==> config.mk <==
export PLATFORM = sky130hd
export DESIGN_NAME = round_robin_ready_ring
export DESIGN_NICKNAME = d
export VERILOG_FILES = /design/src/sv/rrr_pkg.sv /design/src/sv/rrr_cell.sv /design/src/sv/round_robin_ready_ring.sv
export SDC_FILE = /design/constraint.sdc
export NUM_CORES = 1
export LEC_CHECK = 0
export ABC_AREA = 0
export BUFFER_PORTS_ARGS = -buffer_cell sky130_fd_sc_hd__buf_2
export CAP_MARGIN = 15
export CORE_MARGIN = 1.5
export CORE_UTILIZATION = 55
export CTS_CLUSTER_SIZE = 28
export DETAILED_ROUTE_END_ITERATION = 12
export GPL_TIMING_DRIVEN = 0
export PLACE_DENSITY = 0.74
export SYNTH_ARGS = -nofsm -noshare
export SYNTH_HDL_FRONTEND = slang
export SYNTH_SLANG_ARGS = --single-unit
==> constraint.sdc <==
create_clock -name clock -period 6.5 [get_ports clock]
set_input_delay 0.325 -clock clock [delete_from_list [all_inputs] [get_ports clock]]
set_output_delay 0.325 -clock clock [all_outputs]
set_load 0.03 [all_outputs]
==> src/sv/rrr_pkg.sv <==
// Package for the round-robin ready ring: sizes, command and status codes,
// the scan token and the table write bus shared by the cells and the top level.
// No dependencies.
`default_nettype none

package rrr_pkg;

   localparam int TASK_COUNT = 16;
   localparam int IDX_W      = (TASK_COUNT > 1) ? $clog2(TASK_COUNT) : 1;
   localparam int TASK_W     = 4;
   localparam int CMD_W      = 2;
   localparam int STATUS_W   = 2;
   localparam int REQ_DATA_W = 8;
   localparam int RSP_DATA_W = 8;

   localparam logic [CMD_W-1:0] CMD_ADD  = 2'd0;
   localparam logic [CMD_W-1:0] CMD_REM  = 2'd1;
   localparam logic [CMD_W-1:0] CMD_NEXT = 2'd2;

   localparam logic [STATUS_W-1:0] STS_OK        = 2'd0;
   localparam logic [STATUS_W-1:0] STS_NOT_QUEUED = 2'd1;
   localparam logic [STATUS_W-1:0] STS_DUPLICATE  = 2'd2;

   // token walking down the cell row, picking up table reads on the way
   typedef struct packed {
      logic             live;
      logic [IDX_W-1:0] t;       // task being added or removed
      logic [IDX_W-1:0] lst;     // last-served task
      logic             t_in;    // task t is queued
      logic [IDX_W-1:0] t_succ;  // successor of t
      logic [IDX_W-1:0] l_succ;  // successor of last-served task
   } tok_type;

   // broadcast table update, applied by every cell in the same cycle
   typedef struct packed {
      logic             add;
      logic             rem;
      logic [IDX_W-1:0] t;
      logic             lst_ok;
      logic [IDX_W-1:0] lst;
      logic [IDX_W-1:0] data;
   } wr_type;

   function automatic logic [IDX_W-1:0] to_idx(input logic [TASK_W-1:0] tid);
      logic [IDX_W+TASK_W-1:0] w;
      begin
         w = {{IDX_W{1'b0}}, tid};
         return w[IDX_W-1:0];
      end
   endfunction

   function automatic logic [TASK_W-1:0] to_task(input logic [IDX_W-1:0] idx);
      logic [IDX_W+TASK_W-1:0] w;
      begin
         w = {{TASK_W{1'b0}}, idx};
         return w[TASK_W-1:0];
      end
   endfunction

   function automatic logic tid_in_range(input logic [TASK_W-1:0] tid);
      int unsigned v;
      begin
         v = 32'(tid);
         return v < TASK_COUNT;
      end
   endfunction

endpackage

`default_nettype wire

==> src/sv/rrr_cell.sv <==
// One ring table entry: queued flag and successor of a single task.
// Passes the scan token on each cycle and applies broadcast writes.
// Depends on rrr_pkg.
`default_nettype none

module rrr_cell (
   input  wire                          clock,
   input  wire                          reset,
   input  wire  [rrr_pkg::IDX_W-1:0]    cell_idx,
   input  rrr_pkg::tok_type             tok_i,
   output rrr_pkg::tok_type             tok_o,
   input  rrr_pkg::wr_type              wr_i,
   output logic                         valid_o
);

   logic                      valid_ff, valid_in;
   logic [rrr_pkg::IDX_W-1:0] succ_ff, succ_in;
   rrr_pkg::tok_type          tok_ff, tok_in;

   always_comb begin
      tok_in = tok_i;
      if (tok_i.t == cell_idx) begin
         tok_in.t_in   = valid_ff;
         tok_in.t_succ = succ_ff;
      end
      if (tok_i.lst == cell_idx) begin
         tok_in.l_succ = succ_ff;
      end
   end

   always_comb begin
      valid_in = valid_ff;
      succ_in  = succ_ff;
      if (wr_i.add) begin
         if (cell_idx == wr_i.t) begin
            valid_in = 1'b1;
            succ_in  = wr_i.lst_ok ? wr_i.data : wr_i.t;
         end else if (wr_i.lst_ok && cell_idx == wr_i.lst) begin
            succ_in = wr_i.t;
         end
      end
      if (wr_i.rem) begin
         if (cell_idx == wr_i.t) begin
            valid_in = 1'b0;
         end else if (valid_ff && succ_ff == wr_i.t) begin
            // predecessor skips over the removed task
            succ_in = wr_i.data;
         end
      end
   end

   always_ff @(posedge clock) begin
      if (reset) begin
         valid_ff    <= 1'b0;
         tok_ff.live <= 1'b0;
      end else begin
         valid_ff <= valid_in;
         tok_ff   <= tok_in;
      end
   end

   always_ff @(posedge clock) begin
      succ_ff <= succ_in;
   end

   assign tok_o   = tok_ff;
   assign valid_o = valid_ff;

endmodule

`default_nettype wire

==> src/sv/round_robin_ready_ring.sv <==
// Round-robin ready ring: a row of TASK_COUNT cells holds the successor table.
// Each command sends a token down the row (one cell per cycle) to collect reads,
// then the update is broadcast to all cells in the same cycle and rsp_tvalid
// rises. One command in flight: req_tready stays low until the last command has
// committed; a result not yet taken delays the commit. Synchronous reset empties
// the ring at once; no clearing pass.
`default_nettype none

module round_robin_ready_ring (
   input  wire                                clock,
   input  wire                                reset,
   input  wire                                req_tvalid,
   output logic                               req_tready,
   input  wire  [rrr_pkg::REQ_DATA_W-1:0]     req_tdata,  // [3:0] task_id, [7:4] zero
   input  wire  [rrr_pkg::CMD_W-1:0]          req_tuser,  // [1:0] command
   output logic                               rsp_tvalid,
   input  wire                                rsp_tready,
   output logic [rrr_pkg::RSP_DATA_W-1:0]     rsp_tdata   // [3:0] chosen_task,
                                                          // [4] chosen_valid,
                                                          // [6:5] status, [7] zero
);

   localparam logic [1:0] ST_IDLE = 2'd0;
   localparam logic [1:0] ST_SCAN = 2'd1;
   localparam logic [1:0] ST_FIN  = 2'd2;

   logic [1:0]                    state_ff, state_in;
   logic [rrr_pkg::CMD_W-1:0]     cmd_ff;
   logic [rrr_pkg::TASK_W-1:0]    tid_ff;
   logic [rrr_pkg::IDX_W-1:0]     last_ff, last_in;
   logic                          last_ok_ff, last_ok_in;
   rrr_pkg::tok_type              launch_ff, launch_in;
   rrr_pkg::tok_type              fin_ff;
   logic                          rsp_valid_ff;
   logic [rrr_pkg::RSP_DATA_W-1:0] rsp_data_ff, rsp_data_in;

   rrr_pkg::tok_type              tok_chain [rrr_pkg::TASK_COUNT+1];
   logic [rrr_pkg::TASK_COUNT-1:0] valid_vec;
   logic [rrr_pkg::TASK_COUNT-1:0] live_vec;
   rrr_pkg::wr_type               wr_c, wr_bus;

   logic                          req_xfer, commit, tid_ok;
   logic [rrr_pkg::STATUS_W-1:0]  status;
   logic [rrr_pkg::TASK_W-1:0]    chosen;
   logic                          cvalid;
   rrr_pkg::tok_type              tok_end;

   assign req_tready = (state_ff == ST_IDLE);
   assign req_xfer   = req_tvalid & req_tready;
   assign tok_end    = tok_chain[rrr_pkg::TASK_COUNT];
   assign commit     = (state_ff == ST_FIN) && (!rsp_valid_ff || rsp_tready);

   assign tok_chain[0] = launch_ff;

   for (genvar k = 0; k < rrr_pkg::TASK_COUNT; k++) begin : g_cell
      rrr_cell u_cell (
         .clock    (clock),
         .reset    (reset),
         .cell_idx (rrr_pkg::IDX_W'(k)),
         .tok_i    (tok_chain[k]),
         .tok_o    (tok_chain[k+1]),
         .wr_i     (wr_bus),
         .valid_o  (valid_vec[k])
      );
      assign live_vec[k] = tok_chain[k+1].live;
   end

   always_comb begin
      launch_in      = launch_ff;
      launch_in.live = 1'b0;
      if (req_xfer) begin
         launch_in.live   = 1'b1;
         launch_in.t      = rrr_pkg::to_idx(req_tdata[rrr_pkg::TASK_W-1:0]);
         launch_in.lst    = last_ff;
         launch_in.t_in   = 1'b0;
         launch_in.t_succ = '0;
         launch_in.l_succ = '0;
      end
   end

   always_comb begin
      state_in = state_ff;
      case (state_ff)
         ST_IDLE: begin
            if (req_xfer) state_in = ST_SCAN;
         end
         ST_SCAN: begin
            if (tok_end.live) state_in = ST_FIN;
         end
         ST_FIN: begin
            if (commit) state_in = ST_IDLE;
         end
         default: state_in = ST_IDLE;
      endcase
   end

   // decide the outcome from the collected reads
   always_comb begin
      tid_ok     = rrr_pkg::tid_in_range(tid_ff);
      wr_c       = '0;
      wr_c.t     = fin_ff.t;
      wr_c.lst   = last_ff;
      wr_c.lst_ok = last_ok_ff;
      status     = rrr_pkg::STS_OK;
      chosen     = '0;
      cvalid     = 1'b0;
      last_in    = last_ff;
      last_ok_in = last_ok_ff;
      case (cmd_ff)
         rrr_pkg::CMD_ADD: begin
            if (!tid_ok) begin
               status = rrr_pkg::STS_NOT_QUEUED;
            end else if (fin_ff.t_in) begin
               status = rrr_pkg::STS_DUPLICATE;
            end else begin
               wr_c.add   = 1'b1;
               wr_c.data  = fin_ff.l_succ;
               last_in    = fin_ff.t;
               last_ok_in = 1'b1;
            end
         end
         rrr_pkg::CMD_REM: begin
            if (!tid_ok || !fin_ff.t_in) begin
               status = rrr_pkg::STS_NOT_QUEUED;
            end else begin
               wr_c.rem  = 1'b1;
               wr_c.data = fin_ff.t_succ;
               if (fin_ff.t_succ == fin_ff.t) begin
                  // sole member: ring empties
                  last_ok_in = 1'b0;
                  last_in    = '0;
               end else if (last_ok_ff && last_ff == fin_ff.t) begin
                  last_in = fin_ff.t_succ;
               end
            end
         end
         rrr_pkg::CMD_NEXT: begin
            if (last_ok_ff) begin
               last_in = fin_ff.l_succ;
               chosen  = rrr_pkg::to_task(fin_ff.l_succ);
               cvalid  = 1'b1;
            end
         end
         default: begin
         end
      endcase
      rsp_data_in = {1'b0, status, cvalid, chosen};
   end

   assign wr_bus = commit ? wr_c : '0;

   always_ff @(posedge clock) begin
      if (reset) begin
         state_ff       <= ST_IDLE;
         last_ff        <= '0;
         last_ok_ff     <= 1'b0;
         launch_ff.live <= 1'b0;
         rsp_valid_ff   <= 1'b0;
      end else begin
         state_ff  <= state_in;
         launch_ff <= launch_in;
         if (commit) begin
            last_ff      <= last_in;
            last_ok_ff   <= last_ok_in;
            rsp_valid_ff <= 1'b1;
         end else if (rsp_tready) begin
            rsp_valid_ff <= 1'b0;
         end
      end
   end

   always_ff @(posedge clock) begin
      if (req_xfer) begin
         cmd_ff <= req_tuser;
         tid_ff <= req_tdata[rrr_pkg::TASK_W-1:0];
      end
      if (state_ff == ST_SCAN && tok_end.live) begin
         fin_ff <= tok_end;
      end
      if (commit) begin
         rsp_data_ff <= rsp_data_in;
      end
   end

   assign rsp_tvalid = rsp_valid_ff;
   assign rsp_tdata  = rsp_data_ff;

   // at most one scan token in the cell row
   a_one_token: assert property (@(posedge clock) disable iff (reset)
      $countones(live_vec) <= 1)
      else $error("more than one scan token in the cell row");

   // a token only leaves the row while a scan is pending
   a_token_in_scan: assert property (@(posedge clock) disable iff (reset)
      tok_end.live |-> state_ff == ST_SCAN)
      else $error("scan token arrived outside a scan");

   // a valid last-served pointer always names a queued task
   a_last_queued: assert property (@(posedge clock) disable iff (reset)
      last_ok_ff |-> valid_vec[last_ff])
      else $error("last-served task is not queued");

   // a selected task comes only with ok status, and only with a live pointer
   a_chosen_ok: assert property (@(posedge clock) disable iff (reset)
      commit && cvalid |=> last_ok_ff && rsp_tdata[6:5] == rrr_pkg::STS_OK)
      else $error("selected task without ok status");

endmodule

`default_nettype wire
==> results of run 1 <==
-- registers in the layout (all words and copies together), names as in the netlist --
register and count:
state_ff 2, rsp_tvalid 1, last_ff 4, launch_ff 9, rsp_tdata 7, g_cell.u_cell.valid_o 16, g_cell.u_cell.tok_o 284, fin_ff 13
cmd_ff 2, g_cell.u_cell.succ_ff 64, last_ok_ff 1
-- placed cells by master, fill, tap and decap left out, types with 40 or more instances in the layout --
master / netlist / final
edfxtp_1: 298 / 298
mux2_2: 145 / 145
dfxtp_1: 105 / 105
mux2i_1: 67 / 67
clkbuf_1: 38 / 52
xnor2_1: 51 / 51
nor2_1: 49 / 49
a21oi_1: 42 / 42
clkbuf_16: 0 / 41
nand2_1: 40 / 40
-- per-layer routing --
metal / routed length, um / part of all wire [%] / vias up
met5: 0 / 0 / -
met3: 3930 / 8.3 / 121
met1: 19100 / 40 / 5627
met2: 22600 / 48 / 565
met4: 1560 / 3.3 / 0
li1: - / - / 5076
-- power by group through the flow --
| stage | clock (mW) | combinational, mW | sequential [mW] |
|---|---|---|---|
| 5_1_grt | 2.41 | 0.169 | 2.93 |
| 3_3_place_gp | 0 | 0.141 | 2.99 |
| 3_5_place_dp | 0 | 0.154 | 2.97 |
| 2_1_floorplan | 0 | 0.109 | 2.97 |
| 6_report | 2.28 | 0.157 | 2.92 |
| 4_1_cts | 2.31 | 0.158 | 2.92 |
-- metrics by stage --
| stage | TNS [ns] | power, mW | utilization (%) | worst slack, ns | instances |
|---|---|---|---|---|---|
| 6_report | 0 | 5.36 | 62.6 | 2.60 | 1782 |
| 4_1_cts | 0 | 5.39 | 62.6 | 2.92 | 1782 |
| 3_3_place_gp | -32.90 | 3.13 | 57.9 | -0.455 | 1692 |
| 5_1_grt | 0 | 5.51 | 62.6 | 2.62 | 1782 |
| 3_5_place_dp | 0 | 3.13 | 58.3 | 2.98 | 1701 |
| 2_1_floorplan | 0 | 3.07 | - | 1.09 | 1273 |
-- area by class of cell --
type,count,area [um^2]
clock inverters,14,136
well taps,402,503
flip-flops and latches,403,11100
repair buffers,32,290
multi-input cells,785,6220
plain buffers,69,343
clock buffers,61,1160
inverters,16,63.8
fillers,2366,11800
-- timing repair --
item	in CTS	in global routing
gates resized for setup	0	0
endpoints found under the hold margin	6	0
hold buffers	6	0
-- logic make-up after synthesis --
group	after synthesis	share of synthesized area [%]
and+or+nand+nor	305	10.5
other	1	0.0212
AOI/OAI and AO/OA	204	8.34
xor gates and xnor gates	56	2.78
muxes	215	13.3
DFF	403	62.6
adders and majority gates	4	0.283
buffers and inverters	85	2.28
-- path summary, 6_finish.rpt --
path,startpoint,endpoint,slack (ns),depth (start not counted)
setup / recovery,cmd_ff[0]$_DFFE_PP_,g_cell[2].u_cell.succ_ff[1]$_DFF_P_,2.60,9
hold / removal,req_tvalid,state_ff[0]$_SDFFE_PP0P_,0.09,3
setup reg to reg,cmd_ff[0]$_DFFE_PP_,g_cell[2].u_cell.succ_ff[1]$_DFF_P_,2.60,9
hold reg to reg,g_cell[15].u_cell.tok_o[15]$_DFFE_PN_,fin_ff[15]$_DFFE_PP_,0.42,0
-- worst register-to-register path: stages, from the launching register on --
cell       delay, ns
edfxtp_1        0.44
inv_1           0.12
ha_1            0.15
clkbuf_1        0.30
nand3b_1        0.19
a2111oi_2       1.17
mux2i_1         0.71
a22oi_1         0.39
o22ai_1         0.15
mux2i_1         0.19
==> summary.txt, run 1 <==
Route
  – DR vias: 11400
  – WL/cell: about 26 um
  – Final routed DRC violation total: 0
  – DR iter-0 viols: between 1000 and 1500
  – DRT Pass-1 Iters: 6
  – Final wirelength: 47.2 mm
  – Avg Vias per Cell: 6.39
  – Post-detailed-route count of antenna-violating nets: 0

Clocking
  – Clk buf depth: 3
  – # Post-CTS Setup Buffers: 0
  – TritonCTS clock tree: yes
  – TritonCTS Sinks: 403
  – Clock latency on the worst-skew pair: 0.55 ns
  – CTS Buf Count: 41
  – Clk slew on worst S/H paths: about 0.07 ns
  – Root Driver: clkbuf_16
  – H-tree depth: 2

Yosys
  – Async S/R FF share, synth: 0%
  – Gate count of the mapped netlist: 1273
  – Netlist cell types: 82
  – Post-Syn Nets: 1291
  – Area leader, netlist: edfxtp_1
  – Register bit total from synthesis: 403
  – Synth Flop Type: edfxtp_1
  – Seq/Total Area, Yosys: 62.6%
  – Area fraction of the dominant cell type after synthesis: 50.7%
  – Post-synthesis average cell area: about 14 um^2
  – Most frequent cell after synthesis: edfxtp_1
  – Synth top cells by count: edfxtp_1 (298), mux2_2 (145), dfxtp_1 (105)
  – Top cells by area, synth: edfxtp_1 (51%), dfxtp_1 (12%), mux2_2 (9.2%)
  – Yosys warnings: 0
  – Number of synthesized flops with an enable pin: approximately 300
  – Mapped Area: 17700 um^2

Timing
  – Slew margin rel.: between 10 and 15%
  – Final hold slack: 0.0947 ns
  – # setup viols final: 0
  – Clock Skews: 0.0173 ns
  – Final Hold Vio Count: 0
  – RSZ-0062 raised after global routing: false
  – Actual slew at the worst max-slew pin: between 1 and 1.5 ns
  – Final Cycle Share: 59.9%
  – Crit path time final: 3.90 ns
  – Fmax achieved: 0.257 GHz
  – Max Slew Vio Count: 0

Power
  – Switching share of power: slightly above 20%
  – Sequential power share: 54.5%
  – Net Switching: 1.09 mW
  – Clock group share of total power: 42.6%
  – Peak supply drop: 293 uV
  – Internal: 4.27 mW
  – Power Density: 271 nW/um^2
  – Logic gate share of total power: 2.9%
  – Lkg Pwr: 6.96 nW

Hold path
  – Hold Path Class: in2reg

Floorplan
  – Core ar.: 31600 um^2
  – DIE AREA: 33200 um^2
  – Initial Util: 56.0%
  – DIE WIDTH: roughly 180 um
  – Num ports: 24
  – Die height: 182 um
  – Row Count: 65

Global routing
  – Grt ovf: 0
  – GRT Overall Usage: 28.6%
  – Met3 GRT Util: 5.93%
  – Vias in the first global route: 11200
  – Largest net degree at the start of global routing: 50
  – Met1 Use GR: 37.2%
  – Met2 Use GR: 47.5%
  – First-pass GRT wire length: approximately 70 mm
  – Antenna violations before repair: 1
  – Top Usage Layer GRT: met2

Worst setup path
  – Max incr delay on CP: about 1.2 ns
  – CP cell instances: inv_1 > ha_1 > clkbuf_1 > nand3b_1 > a2111oi_2 > mux2i_1 > a22oi_1 > o22ai_1 > mux2i_1
  – Most used cell, CP: mux2i_1
  – CP top delay family: compound AO/OA/AOI/OAI gates
  – Slowest cell on crit path: a2111oi_2
  – Worst-path maximum fanout: 10
  – Critical path type: reg2reg
  – Worst endpoint data arrival time: 4.36 ns
  – Worst setup EP type: flip-flop
  – Buf/Inv on CP: 2
  – Startpoint types: flip-flop
  – Critical Path RT: 6.96 ns

Cells and area
  – # diodes: 0
  – Area Growth Syn to Fin: 11.9%
  – Fraction of layout cells with a size suffix above 1: about a fifth
  – Post-route cell area: 19800 um^2
  – Final #Nets: 1366

Placed design
  – Final GP Congestion: 0.993
  – Dpl hpwl: roughly 33 mm
  – PortBufs: 17
  – DP Area: 18400 um^2

Run status
  – Status: complete, no violations

Job
  – Max Cap Violations: 0
Power figures use the tool's default switching activity.
==> run 2: changes to the inputs <==
==> constraint.sdc (replaced) <==
create_clock -name clock -period 3.2 [get_ports clock]
set_input_delay 0.16 -clock clock [delete_from_list [all_inputs] [get_ports clock]]
set_output_delay 0.16 -clock clock [all_outputs]
set_load 0.03 [all_outputs]
==> summary.txt, run 2 (same netlist as run 1, synthesis figures left out) <==
Route
  – DRT Pass-1 Iters: 9 (was 6)
  – WL/cell: 26.1 um (was 26.5 um)
  – DR iter-0 viols: 1144 (was 1199)
  – Final wirelength: 46.7 mm (was 47.2 mm)
  – Final routed DRC violation total: 0 (unchanged)
  – DR vias: 11300 (was 11400)
  – Post-detailed-route count of antenna-violating nets: 0 (unchanged)
  – Avg Vias per Cell: 6.33 (was 6.39)

Floorplan
  – Num ports: 24 (unchanged)
  – DIE AREA: 33200 um^2 (unchanged)
  – Row Count: 65 (unchanged)
  – Initial Util: 56.0% (unchanged)
  – DIE WIDTH: 182 um (unchanged)
  – Die height: 182 um (unchanged)
  – Core ar.: 31600 um^2 (unchanged)

Worst setup path
  – Startpoint types: flip-flop (unchanged)
  – CP cell instances: clkbuf_1 > nand3_2 > clkbuf_1 > mux2i_2 > a221oi_1 > mux2i_1 (was inv_1 > ha_1 > clkbuf_1 > nand3b_1 > a2111oi_2 > mux2i_1 > a22oi_1 > o22ai_1 > mux2i_1)
  – Worst endpoint data arrival time: 3.72 ns (was 4.36 ns)
  – Slowest cell on crit path: clkbuf_1 (was a2111oi_2)
  – Critical Path RT: 3.68 ns (was 6.96 ns)
  – Worst-path maximum fanout: 10 (unchanged)
  – Worst R2R Start: fin_ff[15]$_DFFE_PP_ (was cmd_ff[0]$_DFFE_PP_)
  – Buf/Inv on CP: 2 (unchanged)
  – CP top delay family: buffers and inverters (was compound AO/OA/AOI/OAI gates)
  – Worst setup path startpoint: fin_ff[15]$_DFFE_PP_ (was cmd_ff[0]$_DFFE_PP_)
  – Max incr delay on CP: 0.65 ns (was 1.17 ns)
  – Critical path type: reg2reg (unchanged)
  – Worst setup EP type: flip-flop (unchanged)
  – Most used cell, CP: clkbuf_1 (was mux2i_1)

Job
  – Max Cap Violations: 0 (unchanged)

Cells and area
  – Final core utilization: 63.2% (was 62.6%)
  – Fraction of layout cells with a size suffix above 1: 22.2% (was 21.0%)
  – Final #Nets: 1372 (was 1366)
  – # diodes: 0 (unchanged)
  – Number of flip-flops in the largest register: 284 (unchanged)
  – Most common cell after layout, fill and taps aside: edfxtp_1 (unchanged)
  – Area Growth Syn to Fin: 12.8% (was 11.9%)
  – Commonest cells after routing, fill and taps aside: edfxtp_1 (298), mux2_2 (145), dfxtp_1 (105) (unchanged)

Power
  – Internal: 8.79 mW (was 4.27 mW)
  – Tot Pwr: 11.0 mW (was 5.36 mW)
  – Switching share of power: 20.3% (about the same)
  – Peak supply drop: 405 uV (was 293 uV)
  – Logic gate share of total power: 3.0% (was 2.9%)
  – Lkg Pwr: 7.03 nW (was 6.96 nW)
  – Net Switching: 2.24 mW (was 1.09 mW)
  – Clock group share of total power: 43.3% (was 42.6%)
  – Power Density: 553 nW/um^2 (was 271 nW/um^2)
  – Sequential power share: 53.8% (was 54.5%)

Clocking
  – Root Driver: clkbuf_16 (unchanged)
  – CTS Buf Count: 43 (was 41)
  – Clk slew on worst S/H paths: 0.06 ns (was 0.07 ns)
  – TritonCTS Sinks: 403 (unchanged)
  – TritonCTS clock tree: yes (unchanged)
  – Clock latency on the worst-skew pair: 0.56 ns (was 0.55 ns)
  – Clk buf depth: 3 (unchanged)
  – H-tree depth: 2 (unchanged)

Timing
  – Clock Skews: 0.0299 ns (was 0.0173 ns)
  – Fmax achieved: 0.308 GHz (was 0.257 GHz)
  – Slew margin rel.: 20.1% (was 13.9%)
  – Actual slew at the worst max-slew pin: 1.19 ns (was 1.29 ns)
  – Crit path time final: 3.24 ns (was 3.90 ns)
  – Setup slack after layout: -0.0428 ns (was 2.60 ns)
  – # setup viols final: 1 (was 0)
  – Max Slew Vio Count: 0 (unchanged)
  – Final Cycle Share: 101% (was 59.9%)
  – Final hold slack: 0.318 ns (was 0.0947 ns)
  – Final Hold Vio Count: 0 (unchanged)
  – RSZ-0062 raised after global routing: false (unchanged)

Hold path
  – Hold wc startpoint: req_tdata[2] (was req_tvalid)
  – Hold Path Class: in2reg (unchanged)

Placed design
  – Dpl hpwl: 32.5 mm (was 33.0 mm)
  – Final GP Congestion: 1.01 (was 0.993)
  – PortBufs: 17 (unchanged)
  – Post-place setup slack: -0.307 ns (was 2.98 ns)

Global routing
  – GRT Overall Usage: 28.5% (was 28.6%)
  – First-pass GRT wire length: 69.8 mm (about the same)
  – Largest net degree at the start of global routing: 46 (was 50)
  – Antenna violations before repair: 0 (was 1)
  – Vias in the first global route: 11200 (about the same)
  – Grt ovf: 0 (unchanged)

Run status
  – Failing checks: setup timing
  – Status: finished with violations (was complete, no violations)
-- run 2: changes by cell type in the layout (fill, tap and decap cells not counted), sizes merged --
cell / delta
dlygate4sd3: +2
clkinv: +7
clkbuf: -5
buf: +3
-- run 2: layout make-up --
cell class	instances	area, um^2
buffer	68	364
clock buffer	57	1190
clock inverter	21	169
fill	2413	11600
inverter	16	63.8
multi-input combinational	785	6250
sequential	403	11100
tap	402	503
timing repair buffer	37	333
-- run 2: repair_timing --
item | CTS | global route
buffers inserted | 0 | 3
pin swaps | 0 | 1
setup endpoints to repair | 15 | 29
endpoints found under the hold margin | 10 | 0
resized for setup | 3 | 8
hold buffers | 8 | 0
-- run 2: power groups by stage --
stage	clock network (mW)	registers (mW)	logic (mW)
global route	5.06	5.95	0.352
global placement	0	6.07	0.290
finish	4.77	5.93	0.325
detailed placement	0	6.04	0.315
floorplan	0	6.02	0.224
CTS	4.85	5.93	0.326
-- run 2: through the flow --
step / std cells / setup TNS (ns) / area [um^2]
after floorplan: 1273 / -433.10 / 17700
after global placement: 1692 / -844.65 / 18300
after detailed placement: 1701 / -1.36 / 18400
after CTS: 1787 / 0 / 19900
after global routing: 1789 / 0 / 19900
final: 1789 / -0.0428 / 19900
-- run 2: path summary, 6_finish.rpt --
check / endpoint / slack, ns / depth (start not counted)
max: g_cell[3].u_cell.succ_ff[2]$_DFF_P_ / -0.04 / 6
min: launch_ff[15]$_DFFE_PP_ / 0.32 / 2
max reg2reg: g_cell[3].u_cell.succ_ff[2]$_DFF_P_ / -0.04 / 6
min reg2reg: fin_ff[7]$_DFFE_PP_ / 0.42 / 0
-- run 2: per-layer routing --
metal | global-route usage [%] | vias to the layer above | share of wire, % | wire [um]
met2 | 46.9 | 546 | 47 | 22100
met3 | 5.85 | 135 | 8.5 | 3960
li1 | - | 5112 | - | -
met5 | 0 | - | 0 | 0
met4 | 10.3 | 0 | 3.9 | 1820
met1 | 37.4 | 5536 | 40 | 18800
==> run 3: changes to the inputs <==
--- a/config.mk
+++ b/config.mk
@@ -14,6 +14,7 @@
 export DETAILED_ROUTE_END_ITERATION = 12
 export GPL_TIMING_DRIVEN = 0
 export PLACE_DENSITY = 0.74
+export SKIP_CTS_REPAIR_TIMING = 1
 export SYNTH_ARGS = -nofsm -noshare
 export SYNTH_HDL_FRONTEND = slang
 export SYNTH_SLANG_ARGS = --single-unit
==> summary.txt, run 3 (same netlist as run 1, synthesis figures left out) <==
Cells and area
  – Final #Nets: 1374 (was 1372)
  – Most common cell after layout, fill and taps aside: edfxtp_1 (unchanged)
  – # diodes: 0 (unchanged)
  – Area Growth Syn to Fin: 12.9% (was 12.8%)
  – Commonest cells after routing, fill and taps aside: edfxtp_1 (298), mux2_2 (145), dfxtp_1 (105) (unchanged)
  – Number of flip-flops in the largest register: 284 (unchanged)
  – Fraction of layout cells with a size suffix above 1: 22.3% (was 22.2%)
  – Final core utilization: 63.2% (about the same)
  – Post-route cell area: 19900 um^2 (about the same)

Clocking
  – TritonCTS Sinks: 403 (unchanged)
  – Clock latency on the worst-skew pair: 0.56 ns (about the same)
  – H-tree depth: 2 (unchanged)
  – TritonCTS clock tree: yes (unchanged)
  – Clk slew on worst S/H paths: 0.06 ns (about the same)
  – Clk buf depth: 3 (unchanged)
  – CTS Buf Count: 43 (unchanged)
  – Root Driver: clkbuf_16 (unchanged)

Global routing
  – First-pass GRT wire length: 69.6 mm (was 69.8 mm)
  – Antenna violations before repair: 0 (unchanged)
  – Met2 Use GR: 47.0% (was 46.9%)
  – Met1 Use GR: 37.2% (was 37.4%)
  – GRT Overall Usage: 28.4% (was 28.5%)
  – Grt ovf: 0 (unchanged)
  – Vias in the first global route: 11200 (about the same)
  – Top Usage Layer GRT: met2 (unchanged)
  – Largest net degree at the start of global routing: 46 (unchanged)
  – Met3 GRT Util: 5.85% (unchanged)

Run status
  – Failing checks: setup timing (unchanged)
  – Status: finished with violations (unchanged)

Timing
  – Fmax achieved: 0.306 GHz (was 0.308 GHz)
  – Slew margin rel.: 21.3% (was 20.1%)
  – Setup slack after layout: -0.0728 ns (was -0.0428 ns)
  – Actual slew at the worst max-slew pin: 1.17 ns (was 1.19 ns)
  – Max Slew Vio Count: 0 (unchanged)
  – # setup viols final: 4 (was 1)
  – Final Cycle Share: 102% (was 101%)
  – Crit path time final: 3.27 ns (was 3.24 ns)
  – RSZ-0062 raised after global routing: false (unchanged)
  – Clock Skews: 0.0340 ns (was 0.0299 ns)
  – Final Hold Vio Count: 0 (unchanged)

Floorplan
  – Core ar.: 31600 um^2 (unchanged)
  – DIE AREA: 33200 um^2 (unchanged)
  – Row Count: 65 (unchanged)
  – DIE WIDTH: 182 um (unchanged)
  – Num ports: 24 (unchanged)
  – Initial Util: 56.0% (unchanged)
  – Die height: 182 um (unchanged)

Worst setup path
  – CP cell instances: clkbuf_1 > nand3_2 > clkbuf_1 > mux2i_2 > a221oi_1 > mux2i_1 (unchanged)
  – Startpoint types: flip-flop (unchanged)
  – Buf/Inv on CP: 2 (unchanged)
  – Critical path type: reg2reg (unchanged)
  – Max incr delay on CP: 0.66 ns (was 0.65 ns)
  – Slowest cell on crit path: mux2i_2 (was clkbuf_1)
  – Critical Path RT: 3.68 ns (about the same)
  – CP top delay family: buffers and inverters (unchanged)
  – Worst-path maximum fanout: 10 (unchanged)
  – Most used cell, CP: clkbuf_1 (unchanged)
  – Worst setup EP type: flip-flop (unchanged)
  – Worst endpoint data arrival time: 3.75 ns (was 3.72 ns)

Route
  – Post-detailed-route count of antenna-violating nets: 0 (unchanged)
  – Final routed DRC violation total: 0 (unchanged)
  – DR vias: 11400 (was 11300)
  – DR iter-0 viols: 1065 (was 1144)
  – WL/cell: 26.0 um (was 26.1 um)
  – Final wirelength: 46.6 mm (was 46.7 mm)
  – DRT Pass-1 Iters: 5 (was 9)
  – Avg Vias per Cell: 6.35 (was 6.33)

Job
  – Max Cap Violations: 0 (unchanged)

Power
  – Internal: 8.79 mW (about the same)
  – Logic gate share of total power: 2.9% (was 3.0%)
  – Net Switching: 2.25 mW (was 2.24 mW)
  – Switching share of power: 20.4% (was 20.3%)
  – Clock group share of total power: 43.3% (about the same)
  – Lkg Pwr: 7.05 nW (was 7.03 nW)
  – Power Density: 554 nW/um^2 (was 553 nW/um^2)
  – Peak supply drop: 406 uV (was 405 uV)
  – Sequential power share: 53.7% (was 53.8%)

Placed design
  – DP Area: 18400 um^2 (unchanged)
  – PortBufs: 17 (unchanged)
  – Final GP Congestion: 1.01 (unchanged)
  – Dpl hpwl: 32.5 mm (unchanged)

Hold path
  – Hold Path Class: in2reg (unchanged)
-- run 3: changes by cell type in the layout (fill, tap and decap cells not counted), sizes merged --
| cell | before | now |
|---|---|---|
| buf | 60 | 61 |
| clkbuf | 94 | 95 |
-- run 3: power by group through the flow --
stage	logic (mW)	clock network (mW)	registers, mW
2_1_floorplan	0.224	0	6.02
3_3_place_gp	0.290	0	6.07
3_5_place_dp	0.315	0	6.04
4_1_cts	0.318	4.85	5.93
5_1_grt	0.352	5.06	5.95
6_report	0.326	4.78	5.93
-- run 3: worst reg2reg max path, stage by stage (launching register included) --
cell and delay (ns):
edfxtp_1 0.38, clkbuf_1 0.65, nand3_2 0.60, clkbuf_1 0.57, mux2i_2 0.66, a221oi_1 0.21
mux2i_1 0.16
-- run 3: worst paths after layout --
check / startpoint / to / slack [ns] / depth (start not counted)
setup / recovery: fin_ff[15]$_DFFE_PP_ / g_cell[3].u_cell.succ_ff[2]$_DFF_P_ / -0.07 / 6
hold / removal: req_tdata[2] / launch_ff[15]$_DFFE_PP_ / 0.32 / 2
hold reg to reg: g_cell[15].u_cell.tok_o[7]$_DFFE_PN_ / fin_ff[7]$_DFFE_PP_ / 0.42 / 0
setup reg to reg: fin_ff[15]$_DFFE_PP_ / g_cell[3].u_cell.succ_ff[2]$_DFF_P_ / -0.07 / 6
-- run 3: per-stage QoR --
stage / hold slack, ns / power [mW] / setup TNS (ns) / setup WS [ns] / std cells
5_1_grt: 0.318 / 11.4 / 0 / 0.0196 / 1791
6_report: 0.316 / 11.0 / -0.168 / -0.0728 / 1791
2_1_floorplan: 0.259 / 6.25 / -433.10 / -1.79 / 1273
3_5_place_dp: 0.338 / 6.36 / -1.36 / -0.307 / 1701
4_1_cts: -0.229 / 11.1 / -1.96 / -0.352 / 1779
3_3_place_gp: 0.338 / 6.36 / -844.65 / -3.28 / 1692
-- run 3: cell type report --
class / count / area [um^2]
Sequential cell: 403 / 11100
Inverter: 16 / 63.8
Timing Repair Buffer: 39 / 348
Clock inverter: 21 / 169
Multi-Input combinational cell: 785 / 6250
Tap cell: 402 / 503
Clock buffer: 57 / 1190
Buffer: 68 / 364
Fill cell: 2415 / 11600
-- run 3: metal layers --
layer	up-vias	part of all wire [%]
met2	569	47
li1	5104	-
met5	-	0
met4	0	3.9
met3	132	8.4
met1	5562	40
